===== config.mk =====
export PLATFORM = sky130hd
export DESIGN_NAME = wvm_phase_wrap
export DESIGN_NICKNAME = d
export VERILOG_FILES = /design/src/rtl/wvm_pkg.sv /design/src/rtl/wvm_phase_wrap.sv
export SDC_FILE = /design/constraint.sdc
export NUM_CORES = 1
export LEC_CHECK = 0
export BUFFER_PORTS_ARGS = -buffer_cell sky130_fd_sc_hd__buf_4
export CORE_UTILIZATION = 47
export CTS_BUF_LIST = sky130_fd_sc_hd__clkbuf_4
export CTS_CLUSTER_SIZE = 28
export DETAILED_ROUTE_END_ITERATION = 10
export GPL_TIMING_DRIVEN = 1
export PLACE_DENSITY_LB_ADDON = 0.3
export SLEW_MARGIN = 20
export SYNTH_ARGS = -nofsm -noshare
export SYNTH_HDL_FRONTEND = slang
export SYNTH_SLANG_ARGS = --single-unit

===== constraint.sdc =====
create_clock -name clk -period 7.87 [get_ports clk]
set_clock_uncertainty 0.2 [all_clocks]
set_input_delay 0.787 -clock clk [delete_from_list [all_inputs] [get_ports clk]]
set_output_delay 0.787 -clock clk [all_outputs]
set_load 0.02 [all_outputs]

===== src/rtl/wvm_pkg.sv =====
`timescale 1ns / 1ps
package wvm_pkg;

  localparam int VOICE_COUNT_DEF = 15;
  localparam int WAVE_LEN_DEF    = 1024;

  // field widths
  localparam int OPC_W  = 3;
  localparam int KEY_W  = 7;
  localparam int VEL_W  = 7;
  localparam int CHAN_W = 4;
  localparam int WIDX_W = 10;
  localparam int WAVE_W = 16;
  localparam int STEP_W = 26;
  localparam int DAC_W  = 12;

  // wide enough for any supported table length
  localparam int WIDX_EXT_W = 13;
  localparam int STEP_DEPTH = 128;
  localparam int FRAC_W     = 16;

  localparam int VOL_SHIFT = 4;
  localparam int MIX_SHIFT = 10;
  localparam int DAC_MID   = 2048;
  localparam int DAC_MAX   = 4095;

  typedef enum logic [OPC_W-1:0] {
    OP_TICK      = 3'd0,
    OP_NOTE_ON   = 3'd1,
    OP_NOTE_OFF  = 3'd2,
    OP_LOAD_WAVE = 3'd3,
    OP_LOAD_STEP = 3'd4
  } opcode_t;

  typedef struct packed {
    logic busy;
    logic done;
  } phu_stat_t;

endpackage


===== src/rtl/wvm_phase_wrap.sv =====
`timescale 1ns / 1ps
// Phase advance and wrap: one add with a single wrap, then a restoring
// remainder (one shifted span per cycle) when the step was oversized.
module wvm_phase_wrap #(
  parameter int WAVE_LEN = wvm_pkg::WAVE_LEN_DEF
) (
  input  logic                                          clk,
  input  logic                                          rst_n,
  input  logic                                          start,
  input  logic [$clog2(WAVE_LEN)+wvm_pkg::FRAC_W-1:0]   phase_i,
  input  logic [wvm_pkg::STEP_W-1:0]                    inc_i,
  output wvm_pkg::phu_stat_t                            stat_o,
  output logic [$clog2(WAVE_LEN)+wvm_pkg::FRAC_W-1:0]   phase_o
);

  localparam int IDX_W = $clog2(WAVE_LEN);
  localparam int PW    = IDX_W + wvm_pkg::FRAC_W;
  localparam int SUM_W = ((PW > wvm_pkg::STEP_W) ? PW : wvm_pkg::STEP_W) + 1;
  localparam int EXT_W = SUM_W + 1;
  localparam int K     = SUM_W - PW;
  localparam int K_W   = $clog2(K + 1);
  localparam logic [EXT_W-1:0] SPAN = EXT_W'(WAVE_LEN) << wvm_pkg::FRAC_W;

  typedef enum logic {U_IDLE, U_RED} ustate_t;

  ustate_t            state_r, state_nxt;
  logic               done_r, done_nxt;
  logic [SUM_W-1:0]   acc_r, acc_nxt;
  logic [K_W-1:0]     k_r, k_nxt;
  logic [SUM_W-1:0]   sum;
  logic [SUM_W-1:0]   first;
  logic [EXT_W-1:0]   span_sh;

  assign sum     = SUM_W'(phase_i) + SUM_W'(inc_i);
  assign first   = (EXT_W'(sum) >= SPAN) ? SUM_W'(EXT_W'(sum) - SPAN) : sum;
  assign span_sh = SPAN << k_r;

  always_comb begin
    state_nxt = state_r;
    done_nxt  = 1'b0;
    acc_nxt   = acc_r;
    k_nxt     = k_r;
    case (state_r)
      U_IDLE: begin
        if (start) begin
          acc_nxt = first;
          if (EXT_W'(first) >= SPAN) begin
            k_nxt     = K_W'(K);
            state_nxt = U_RED;
          end else begin
            done_nxt = 1'b1;
          end
        end
      end
      U_RED: begin
        if (EXT_W'(acc_r) >= span_sh) begin
          acc_nxt = SUM_W'(EXT_W'(acc_r) - span_sh);
        end
        if (k_r == '0) begin
          done_nxt  = 1'b1;
          state_nxt = U_IDLE;
        end else begin
          k_nxt = k_r - K_W'(1);
        end
      end
      default: state_nxt = U_IDLE;
    endcase
  end

  always_ff @(posedge clk) begin
    if (!rst_n) begin
      state_r <= U_IDLE;
      done_r  <= 1'b0;
    end else begin
      state_r <= state_nxt;
      done_r  <= done_nxt;
    end
    acc_r <= acc_nxt;
    k_r   <= k_nxt;
  end

  assign stat_o.busy = (state_r == U_RED);
  assign stat_o.done = done_r;
  assign phase_o     = acc_r[PW-1:0];

endmodule


==> reports/metrics.yaml, run 1 <==
status:
  outcome: "finished, final reports clean"
route:
  num_vias: 2346
  drc: 0
  drtIter0Drc: 77
  wl_per_cell_um: 13.92
  via_per_inst: 5.418
  firstDrtPassIters: 4
  final_antenna_net_count: 0
  wl_um: 6027
run:
  cap_violations: 0
floorplanning:
  initial_utilization: 0.4994
  die_w_um: 79.43
  die-area_sq_um: 6309
  coreArea_sq_um: 5642
  ios: 83
  die_height_um: 79.43
  rows: 27
timing:
  holdWs_ns: 0.3758
  rsz0062_at_grt: "no"
  slew_viol_final: 0
  layout_worst_path_cycle_share: 0.4083
  timing.fmax_mhz: 311.2
  slew_headroom: 0.3811
  setup_viol: 0
  tns_ns: 0
  hold_viol: 0
  period_minus_slack_ns: 3.213
  worstMarginPinSlew_ns: 0.9283
synth:
  async_reset_ff_frac: 0
  ys_types: 47
  yosysSeqAreaShare: 0.3126
  ys_ff_latch: 30
  ys.flop_type: "edfxtp_1"
  synth_nets: 396
  synth_edf_count: 28
  synth_cells: 312
  synthesis.area_sq_um: 2818
  avgSynthCellArea_sq_um: 9.031
  yosysWarnings: 0
clocking:
  cts_hold_buffers: 0
  cts_tree: "done"
  cts.sinks: 30
  clock_latency_ns: 0.32
  cts_buffers: 5
  clk_pin_slew_worst_paths_ns: 0.11
  cts_buffer_depth: 2
  root_buffer: "clkbuf_4"
  h-tree-depth: 2
  cts_resized: 0
  post_cts_buffers: 0
finish:
  insertedDiodeCount: 0
  area_growth_pct: 18.92
  drive_gt1_frac: 0.2909
  nets: 444
setup_path:
  critical_path_class: "primary input to flip-flop"
  end_kind: "flip-flop"
  crit_fanout: 5
  cp.required_ns: 7.73
  start_kind: "primary input"
  arrival_ns: 3.08
placed_design:
  gp_congestion: 0.9042
  io_buffers: 82
  dp_hpwl_um: 4727
power:
  p_per_area_nw_per_um2: 161.5
  ir_drop_mv: 0.07549
  leakagePower_nw: 1.493
global_route:
  grt_max_degree: 56
  grt_usage: 0.1918
  antenna_found_initial: 0
  grt_pass1_vias: 2119
  grt_overflow: 0
  grt_pass1_wl_um: 9501
hold_path:
  hold_path.class: "flip-flop to flip-flop"
==> synthesized netlist by cell type (all sizes together) (2+ instances only) <==
| cell | instances | area, sq um |
|---|---|---|
| edfxtp | 28 | 840.8 |
| o21bai | 6 | 48.80 |
| nand3 | 6 | 30.03 |
| clkbuf | 14 | 52.55 |
| nand2b | 2 | 12.51 |
| and4 | 3 | 26.28 |
| xor2 | 7 | 61.31 |
| mux2i | 5 | 50.05 |
| and2 | 2 | 12.51 |
| a211oi | 6 | 50.05 |
| a31oi | 3 | 18.77 |
| nor3 | 5 | 25.02 |
| a21oi | 20 | 100.1 |
| o21a | 3 | 22.52 |
| ha | 28 | 350.3 |
| o31ai | 2 | 15.01 |
| dfxtp | 2 | 40.04 |
| buf | 28 | 210.2 |
| nor2 | 17 | 66.32 |
| nand2 | 35 | 131.4 |
| nand4 | 3 | 18.77 |
| nor2b | 6 | 37.54 |
| and3 | 5 | 32.53 |
| nor4 | 3 | 18.77 |
| inv | 7 | 26.28 |
| a21o | 11 | 82.58 |
| o21ai | 29 | 152.7 |
| a221oi | 3 | 56.31 |
| xnor2 | 12 | 105.1 |
==> critical path, cell delays in order <==
cell      delay, ns
buf_4          0.11
ha_1           0.22
fa_1           0.41
a21o_1         0.22
a221oi_2       0.43
o32ai_2        0.20
and4_1         0.23
a211o_1        0.28
xnor2_1        0.13
o21ai_1        0.06
==> registers in the layout, summed over array words and instances (netlist names) <==
signal	cells
k_r	1
state_r	1
acc_r	27
done_r	1
==> report_power, final <==
group	leakage (nW)	switching [mW]	internal [mW]
Combinational	1.16	0.110	0.0975
Clock	0.0450	0.0577	0.0658
Sequential	0.292	0.00983	0.200
Total	1.49	0.178	0.363
==> stage by stage <==
stage | total power [mW] | setup slack, ns | utilization | std cells | area, sq um
6_report | 0.5413 | 4.657 | 0.5939 | 433 | 3351
3_5_place_dp | 0.4214 | 4.324 | 0.5802 | 425 | 3273
3_3_place_gp | 0.4173 | 4.367 | 0.5802 | 425 | 3273
5_1_grt | 0.5728 | 4.511 | 0.5939 | 433 | 3351
2_1_floorplan | 0.3691 | 4.642 | - | 312 | 2818
4_1_cts | 0.5464 | 4.692 | 0.5939 | 433 | 3351
==> final timing paths <==
check	startpoint	endpoint	slack, ns	depth (start not counted)
setup reg to reg	state_r$_SDFF_PN0_	acc_r[25]$_DFFE_PP_	5.36	3
setup / recovery	phase_i[0]	acc_r[18]$_DFFE_PP_	4.66	10
hold reg to reg	acc_r[17]$_DFFE_PP_	acc_r[17]$_DFFE_PP_	0.38	2
hold / removal	acc_r[17]$_DFFE_PP_	acc_r[17]$_DFFE_PP_	0.38	2
==> final cells by class <==
type,count,area (sq um)
multi-input combinational,233,1652
tap,72,90.09
fill,546,2291
timing repair buffer,83,623.1
clock inverter,3,40.04
clock buffer,5,37.54
inverter,7,26.28
sequential,30,882.1
==> placed cells by master, fill, tap and decap left out, types with 2 or more instances in the layout <==
cell / count
nand3_1: 6
a211oi_1: 5
and4_1: 3
a221oi_2: 2
nor2_1: 16
a31oi_1: 3
o21ai_2: 2
ha_1: 28
clkbuf_4: 5
nand2b_1: 2
o21bai_2: 2
nor3_1: 5
o21bai_1: 4
nand4_1: 3
o21a_1: 3
mux2i_1: 5
xnor2_1: 12
o31ai_1: 2
o21ai_0: 12
edfxtp_1: 28
o21ai_1: 15
buf_4: 83
and3_1: 4
a21o_1: 11
xor2_1: 7
inv_1: 7
clkinv_2: 2
and2_1: 2
nand2_1: 35
nor2b_1: 6
a21oi_1: 20
nor4_1: 3
==> layer usage <==
metal,GRT usage,vias to the layer above,share of wire
met1,0.2623,1075,0.48
li1,-,1204,-
met4,0.04909,0,0.0088
met3,0.03200,4,0.044
met5,0,-,0
met2,0.3120,63,0.47
==> logic make-up after synthesis <==
kind of cell	count (synthesis)	synth area share
compound gates	89	0.2185
flops	30	0.3126
buf+inv	49	0.1026
xor+xnor	19	0.05906
simple gates	90	0.1541
mux	6	0.02176
fa+ha+maj	29	0.1314
(Power assumes the default switching activity.)
==> run 2, diff against run 1 <==
- clock period: 7.87 -> 3.1 ns (I/O delays scaled with it)
==> run 2 against run 1 <==
  * Total power increased by 140%
  * Core utilization increased by 0.29 points
  * Sequential share of layout area decreased by 0.13 points
  * Cell count increased by 1.2%
  * Flip-flop and latch count unchanged
  * Clock power increased by 86%
  * Critical path type unchanged
  * Highest routed layer unchanged
==> reports/metrics.yaml, run 2 (synthesis gave the netlist of run 1 again) <==
finish:
  final_common_cell: "buf_4"
  nets: 449  # +1.1%
  final_core_util: 0.5968  # +0.002883
  final_cells: 438  # +1.2%
  largest_reg_flops: 27  # unchanged
  layout_common_cells: "87 x buf_4, 35 x nand2_1, 28 x ha_1, 28 x edfxtp_1, 20 x a21oi_1"
  drive_gt1_frac: 0.2951  # +0.004223
  insertedDiodeCount: 0  # unchanged
  area_growth_pct: 19.49
  regMostFlops: "acc_r"
setup_path:
  path_cells: "buf_4 -> ha_1 -> fa_1 -> a21o_1 -> a221oi_2 -> o32ai_2 -> and4_1 -> a211o_1 -> xnor2_1 -> o21ai_1"
  critical_path_class: "primary input to flip-flop"
  slowest_stage: "fa_1"
  r2r-start: "state_r$_SDFF_PN0_"
  r2r_slack_ns: 1.15  # -4.21 ns
  start_kind: "primary input"
  reg2regPathDepth: 3  # unchanged
  cp-startpoint: "phase_i[0]"
  cp.required_ns: 2.97  # -4.76 ns
  max_stage_delay_ns: 0.41  # -0.02 ns
  end_kind: "flip-flop"
  endpoint: "acc_r[18]$_DFFE_PP_"
  crit_fanout: 5  # unchanged
  r2r_end: "acc_r[10]$_DFFE_PP_"
  arrival_ns: 2.47  # -0.61 ns
power:
  switching_power_mw: 0.4477  # +150%
  p_int_mw: 0.8555  # +140%
  ir_drop_mv: 0.1956  # +160%
  leakagePower_nw: 1.505  # +0.82%
  combPwrFrac: 0.412  # +0.028
  switching_share: 0.3436  # +0.01473
  pwr-share-clk: 0.178  # -0.050
  seqPwrFrac: 0.410  # +0.022
  p_per_area_nw_per_um2: 387.1  # +140%
global_route:
  grt_pass1_vias: 2150  # +1.5%
  grt_overflow: 0  # unchanged
  grt_usage: 0.1991  # +0.007310
  grt_pass1_wl_um: 9880  # +4.0%
  grt_max_degree: 34  # -39%
  antenna_found_initial: 0  # unchanged
timing:
  hold_viol: 0  # unchanged
  tns_ns: 0  # unchanged
  layout_worst_path_cycle_share: 0.8402
  timing.fmax_mhz: 383.9
  period_minus_slack_ns: 2.605
  worstMarginPinSlew_ns: 0.4385  # -0.4898 ns
  setup_viol: 0  # unchanged
  rsz0062_at_grt: "no"
  slew_viol_final: 0  # unchanged
  slew_headroom: 0.7074  # +0.3262
placed_design:
  dp_hpwl_um: 4912  # +3.9%
  io_buffers: 82  # unchanged
  dp.cells: 429  # +0.94%
  gp_congestion: 0.8196  # -9.4%
clocking:
  h-tree-depth: 2  # unchanged
  post_cts_buffers: 0  # unchanged
  cts_resized: 0  # unchanged
  cts_tree: "done"
  cts_buffer_depth: 2  # unchanged
  cts_buffers: 5  # unchanged
  clk_pin_slew_worst_paths_ns: 0.10  # about the same
  root_buffer: "clkbuf_4"
  cts.sinks: 30  # unchanged
  cts_hold_buffers: 1  # +1
  clock_latency_ns: 0.32  # about the same
route:
  drc: 0  # unchanged
  wl_per_cell_um: 14.17  # +1.8%
  wl_um: 6208  # +3.0%
  drtIter0Drc: 213  # +180%
  firstDrtPassIters: 4  # unchanged
  final_antenna_net_count: 0  # unchanged
  num_vias: 2431  # +3.6%
  via_per_inst: 5.550  # +2.4%
floorplanning:
  die-area_sq_um: 6309  # unchanged
  die_height_um: 79.43  # unchanged
  coreArea_sq_um: 5642  # unchanged
  rows: 27  # unchanged
  initial_utilization: 0.4994  # unchanged
  ios: 83  # unchanged
  die_w_um: 79.43  # unchanged
run:
  cap_violations: 0  # unchanged
status:
  outcome: "finished, final reports clean"
hold_path:
  hold_path.class: "primary input to flip-flop"
-- run 2: per-stage QoR --
step | total power [mW] | hold slack (ns) | setup WS [ns] | instance area (sq um)
after floorplan | 0.9371 | 0.2275 | 0.3486 | 2818
after global placement | 1.066 | 0.3235 | 0.2226 | 3303
after detailed placement | 1.078 | 0.3335 | 0.1600 | 3303
after CTS | 1.308 | 0.1935 | 0.5069 | 3367
after global routing | 1.384 | 0.2007 | 0.4056 | 3367
final | 1.303 | 0.2011 | 0.4954 | 3367
-- run 2: area by class of cell --
cell class,count,area (sq um)
Sequential cell,30,882.1
Fill cell,522,2275
Tap cell,72,90.09
Clock inverter,2,8.758
Clock buffer,6,45.04
Timing Repair Buffer,88,663.1
Multi-Input combinational cell,233,1652
Inverter,7,26.28
-- run 2: power groups by stage --
stage / logic (mW) / clock network [mW] / registers [mW]
after detailed placement: 0.534 / 0 / 0.544
after global placement: 0.524 / 0 / 0.542
after floorplan: 0.406 / 0 / 0.531
final: 0.537 / 0.231 / 0.534
after CTS: 0.537 / 0.237 / 0.535
after global routing: 0.589 / 0.256 / 0.539
-- run 2: worst max-delay path, delay by kind of cell --
family | cells | cell delay, ns
buf+inv | 1 | 0.11
compound gates | 5 | 1.03
xor+xnor | 1 | 0.16
simple gates | 1 | 0.23
fa+ha+maj | 2 | 0.63
-- run 2: worst min path at each step --
stage | from | to | slack [ns] | depth (start not counted)
after CTS | inc_i[0] | acc_r[0]$_DFFE_PP_ | 0.19 | 3
after global placement | rst_n | done_r$_SDFF_PN0_ | 0.32 | 2
final | inc_i[0] | acc_r[0]$_DFFE_PP_ | 0.20 | 3
after global routing | inc_i[0] | acc_r[0]$_DFFE_PP_ | 0.20 | 3
after detailed placement | rst_n | done_r$_SDFF_PN0_ | 0.33 | 2
after floorplan | rst_n | done_r$_SDFF_PN0_ | 0.23 | 1
-- run 2: per-layer routing --
layer / GRT usage / share of wire / wire length, um / up-vias
li1: - / - / - / 1210
met1: 0.2766 / 0.47 / 2937 / 1140
met2: 0.3239 / 0.47 / 2918 / 79
met3: 0.02857 / 0.051 / 315 / 2
met4: 0.04727 / 0.0060 / 37 / 0
met5: 0 / 0 / 0 / -
==> run 3, diff against run 2 <==
- clock period: 3.1 -> 2.35 ns (I/O delays scaled with it)
==> run 3 against run 2 <==
  * Wire length grew 5.8%
  * Register-to-register slack worse by 0.58 ns
  * Via count is 5.1% higher
  * Critical endpoint unchanged
  * Die area stayed put
  * First-iteration DRC count down 54%
  * Core utilization up 9.1 points
  * Combinational power grew 59%
  * Non-clock buffer count is 44 higher
  * Highest routed layer unchanged
  * Sequential power up 32%
  * Clock power increased by 29%
  * Largest cell class unchanged
  * Worst setup slack lost 0.45 ns
==> reports/metrics.yaml, run 3 (synthesis gave the netlist of run 1 again) <==
status:
  outcome: "finished, final reports clean"
finish:
  fin_area_sq_um: 3880  # +15%
  area_growth_pct: 37.70
  drive_gt1_frac: 0.4098  # +0.1147
  nets: 493  # +9.8%
  largest_reg_flops: 27  # unchanged
  regMostFlops: "acc_r"
  final_core_util: 0.6877  # +0.09093
  final_cells: 482  # +10%
  layout_common_cells: "128 x buf_4, 34 x nand2_1, 28 x edfxtp_1, 20 x ha_1, 19 x a21oi_1"
  final_common_cell: "buf_4"
  insertedDiodeCount: 0  # unchanged
timing:
  slew_headroom: 0.7341  # +0.02677
  layout_worst_path_cycle_share: 0.9786
  timing.fmax_mhz: 434.8
  period_minus_slack_ns: 2.300
  worstMarginPinSlew_ns: 0.3980  # -0.04050 ns
  hold_viol: 0  # unchanged
  timing.final.ws_setup_ns: 0.05021  # -0.4452 ns
  slew_viol_final: 0  # unchanged
  rsz0062_at_grt: "no"
  setup_viol: 0  # unchanged
route:
  wl_um: 6567  # +5.8%
  wl_per_cell_um: 13.62  # -3.9%
  dr_wl_met3_um: 359  # +14%
  final_antenna_net_count: 0  # unchanged
  firstDrtPassIters: 4  # unchanged
  wl_met1_um: 3015  # +2.7%
  via_per_inst: 5.303  # -4.5%
  drc: 0  # unchanged
  drtIter0Drc: 97  # -54%
  wl_met2_um: 3135  # +7.4%
  num_vias: 2556  # +5.1%
  highest_layer: "met4"
clocking:
  cts.sinks: 30  # unchanged
  h-tree-depth: 2  # unchanged
  root_buffer: "clkbuf_4"
  clk_pin_slew_worst_paths_ns: 0.09  # about the same
  cts_buffers: 5  # unchanged
  cts_tree: "done"
  clock_latency_ns: 0.33  # about the same
  cts_buffer_depth: 2  # unchanged
power:
  pwr-share-clk: 0.161  # -0.017
  switching_power_mw: 0.6370  # +42%
  combPwrFrac: 0.460  # +0.048
  ir_drop_mv: 0.2990  # +53%
  p_per_area_nw_per_um2: 477.7  # +23%
  leakagePower_nw: 1.729  # +15%
  p_int_mw: 1.217  # +42%
  seqPwrFrac: 0.380  # -0.030
  switching_share: 0.3436  # about the same
global_route:
  antenna_found_initial: 0  # unchanged
  grt_pass1_vias: 2435  # +13%
  grt_pass1_wl_um: 10870  # +10%
  grt_overflow: 0  # unchanged
  grt_max_degree: 25  # -26%
  grt_usage: 0.2181  # +0.01906
setup_path:
  r2r_slack_ns: 0.57  # -0.58 ns
  critical_path_class: "primary input to flip-flop"
  max_stage_delay_ns: 0.35  # -0.06 ns
  crit_buf_inv: 1  # unchanged
  path_cells: "buf_6 -> ha_4 -> fa_2 -> a21o_1 -> a221oi_4 -> o32ai_4 -> and4_1 -> a211o_1 -> xnor2_1 -> o21ai_1"
  start_kind: "primary input"
  cp.required_ns: 2.24  # -0.73 ns
  cpLargestDelayFamily: "compound AO/OA/AOI/OAI gates"
  r2r-start: "state_r$_SDFF_PN0_"
  slowest_stage: "fa_2"
  cp-startpoint: "phase_i[0]"
  endpoint: "acc_r[18]$_DFFE_PP_"
  reg2regPathDepth: 5  # +2
  end_kind: "flip-flop"
  crit_fanout: 4  # -1
  r2r_end: "acc_r[24]$_DFFE_PP_"
  arrival_ns: 2.19  # -0.28 ns
  critical_path_cell_count: 10  # unchanged
floorplanning:
  rows: 27  # unchanged
  die_height_um: 79.43  # unchanged
  die-area_sq_um: 6309  # unchanged
  ios: 83  # unchanged
  die_w_um: 79.43  # unchanged
  initial_utilization: 0.4994  # unchanged
  coreArea_sq_um: 5642  # unchanged
hold_path:
  hold_depth: 3  # unchanged
  hold_path.class: "primary input to flip-flop"
placed_design:
  placed_area_sq_um: 3791  # +15%
  dp.cells: 472  # +10%
  preCtsSetupSlack_ns: -0.3920  # -0.5520 ns
  io_buffers: 82  # unchanged
  gp_congestion: 0.8738  # +6.6%
  dp_hpwl_um: 5454  # +11%
run:
  cap_violations: 0  # unchanged
## run 3: cell type report
class	count	area, sq um
multi-input cells	233	1814
clock buffers	5	37.54
well taps	72	90.09
flip-flops and latches	30	882.1
fillers	473	1762
clock inverters	3	16.27
repair buffers	132	1013
inverters	7	26.28
## run 3: power groups by stage
stage | logic [mW] | registers [mW] | clock network [mW]
floorplan | 0.570 | 0.701 | 0
global placement | 0.826 | 0.716 | 0
detailed placement | 0.846 | 0.716 | 0
CTS | 0.850 | 0.704 | 0.305
global route | 0.928 | 0.709 | 0.336
finish | 0.852 | 0.704 | 0.298
## run 3: worst min-delay path by stage
stage / from / end / slack [ns]
after global placement: rst_n / done_r$_SDFF_PN0_ / 0.25
after floorplan: rst_n / done_r$_SDFF_PN0_ / 0.15
final: inc_i[0] / acc_r[0]$_DFFE_PP_ / 0.12
after global routing: inc_i[0] / acc_r[0]$_DFFE_PP_ / 0.14
after CTS: inc_i[0] / acc_r[0]$_DFFE_PP_ / 0.13
after detailed placement: rst_n / done_r$_SDFF_PN0_ / 0.25
## run 3: stage by stage
step / hold WS (ns) / power (mW) / TNS [ns]
final: 0.1157 / 1.854 / 0
after global routing: 0.1404 / 1.972 / 0
after CTS: 0.1339 / 1.859 / 0
after detailed placement: 0.2546 / 1.561 / -3.309
after global placement: 0.2515 / 1.541 / -2.770
after floorplan: 0.1525 / 1.271 / -0.4087
## run 3: repair_timing
action                                  4_1_cts  5_1_grt
hold buffers                                  1        0
buffers inserted                              0        1
cloned                                        0        0
endpoints found under the hold margin         2        0
gates resized for setup                       0        4
pin swaps                                     1        3
endpoints found under the setup margin        1        3
## run 3: metal layers
| metal | vias up | track usage |
|---|---|---|
| li1 | 1298 | - |
| met1 | 1178 | 0.2926 |
| met2 | 73 | 0.3624 |
| met3 | 7 | 0.03886 |
| met4 | 0 | 0.05091 |
| met5 | - | 0 |
## run 3: worst register-to-register path: stages, from the launching register on
cell and delay, ns:
dfxtp_2 0.40, inv_1 0.20, buf_4 0.20, nand2_1 0.08, or4_1 0.48, nand4_1 0.09
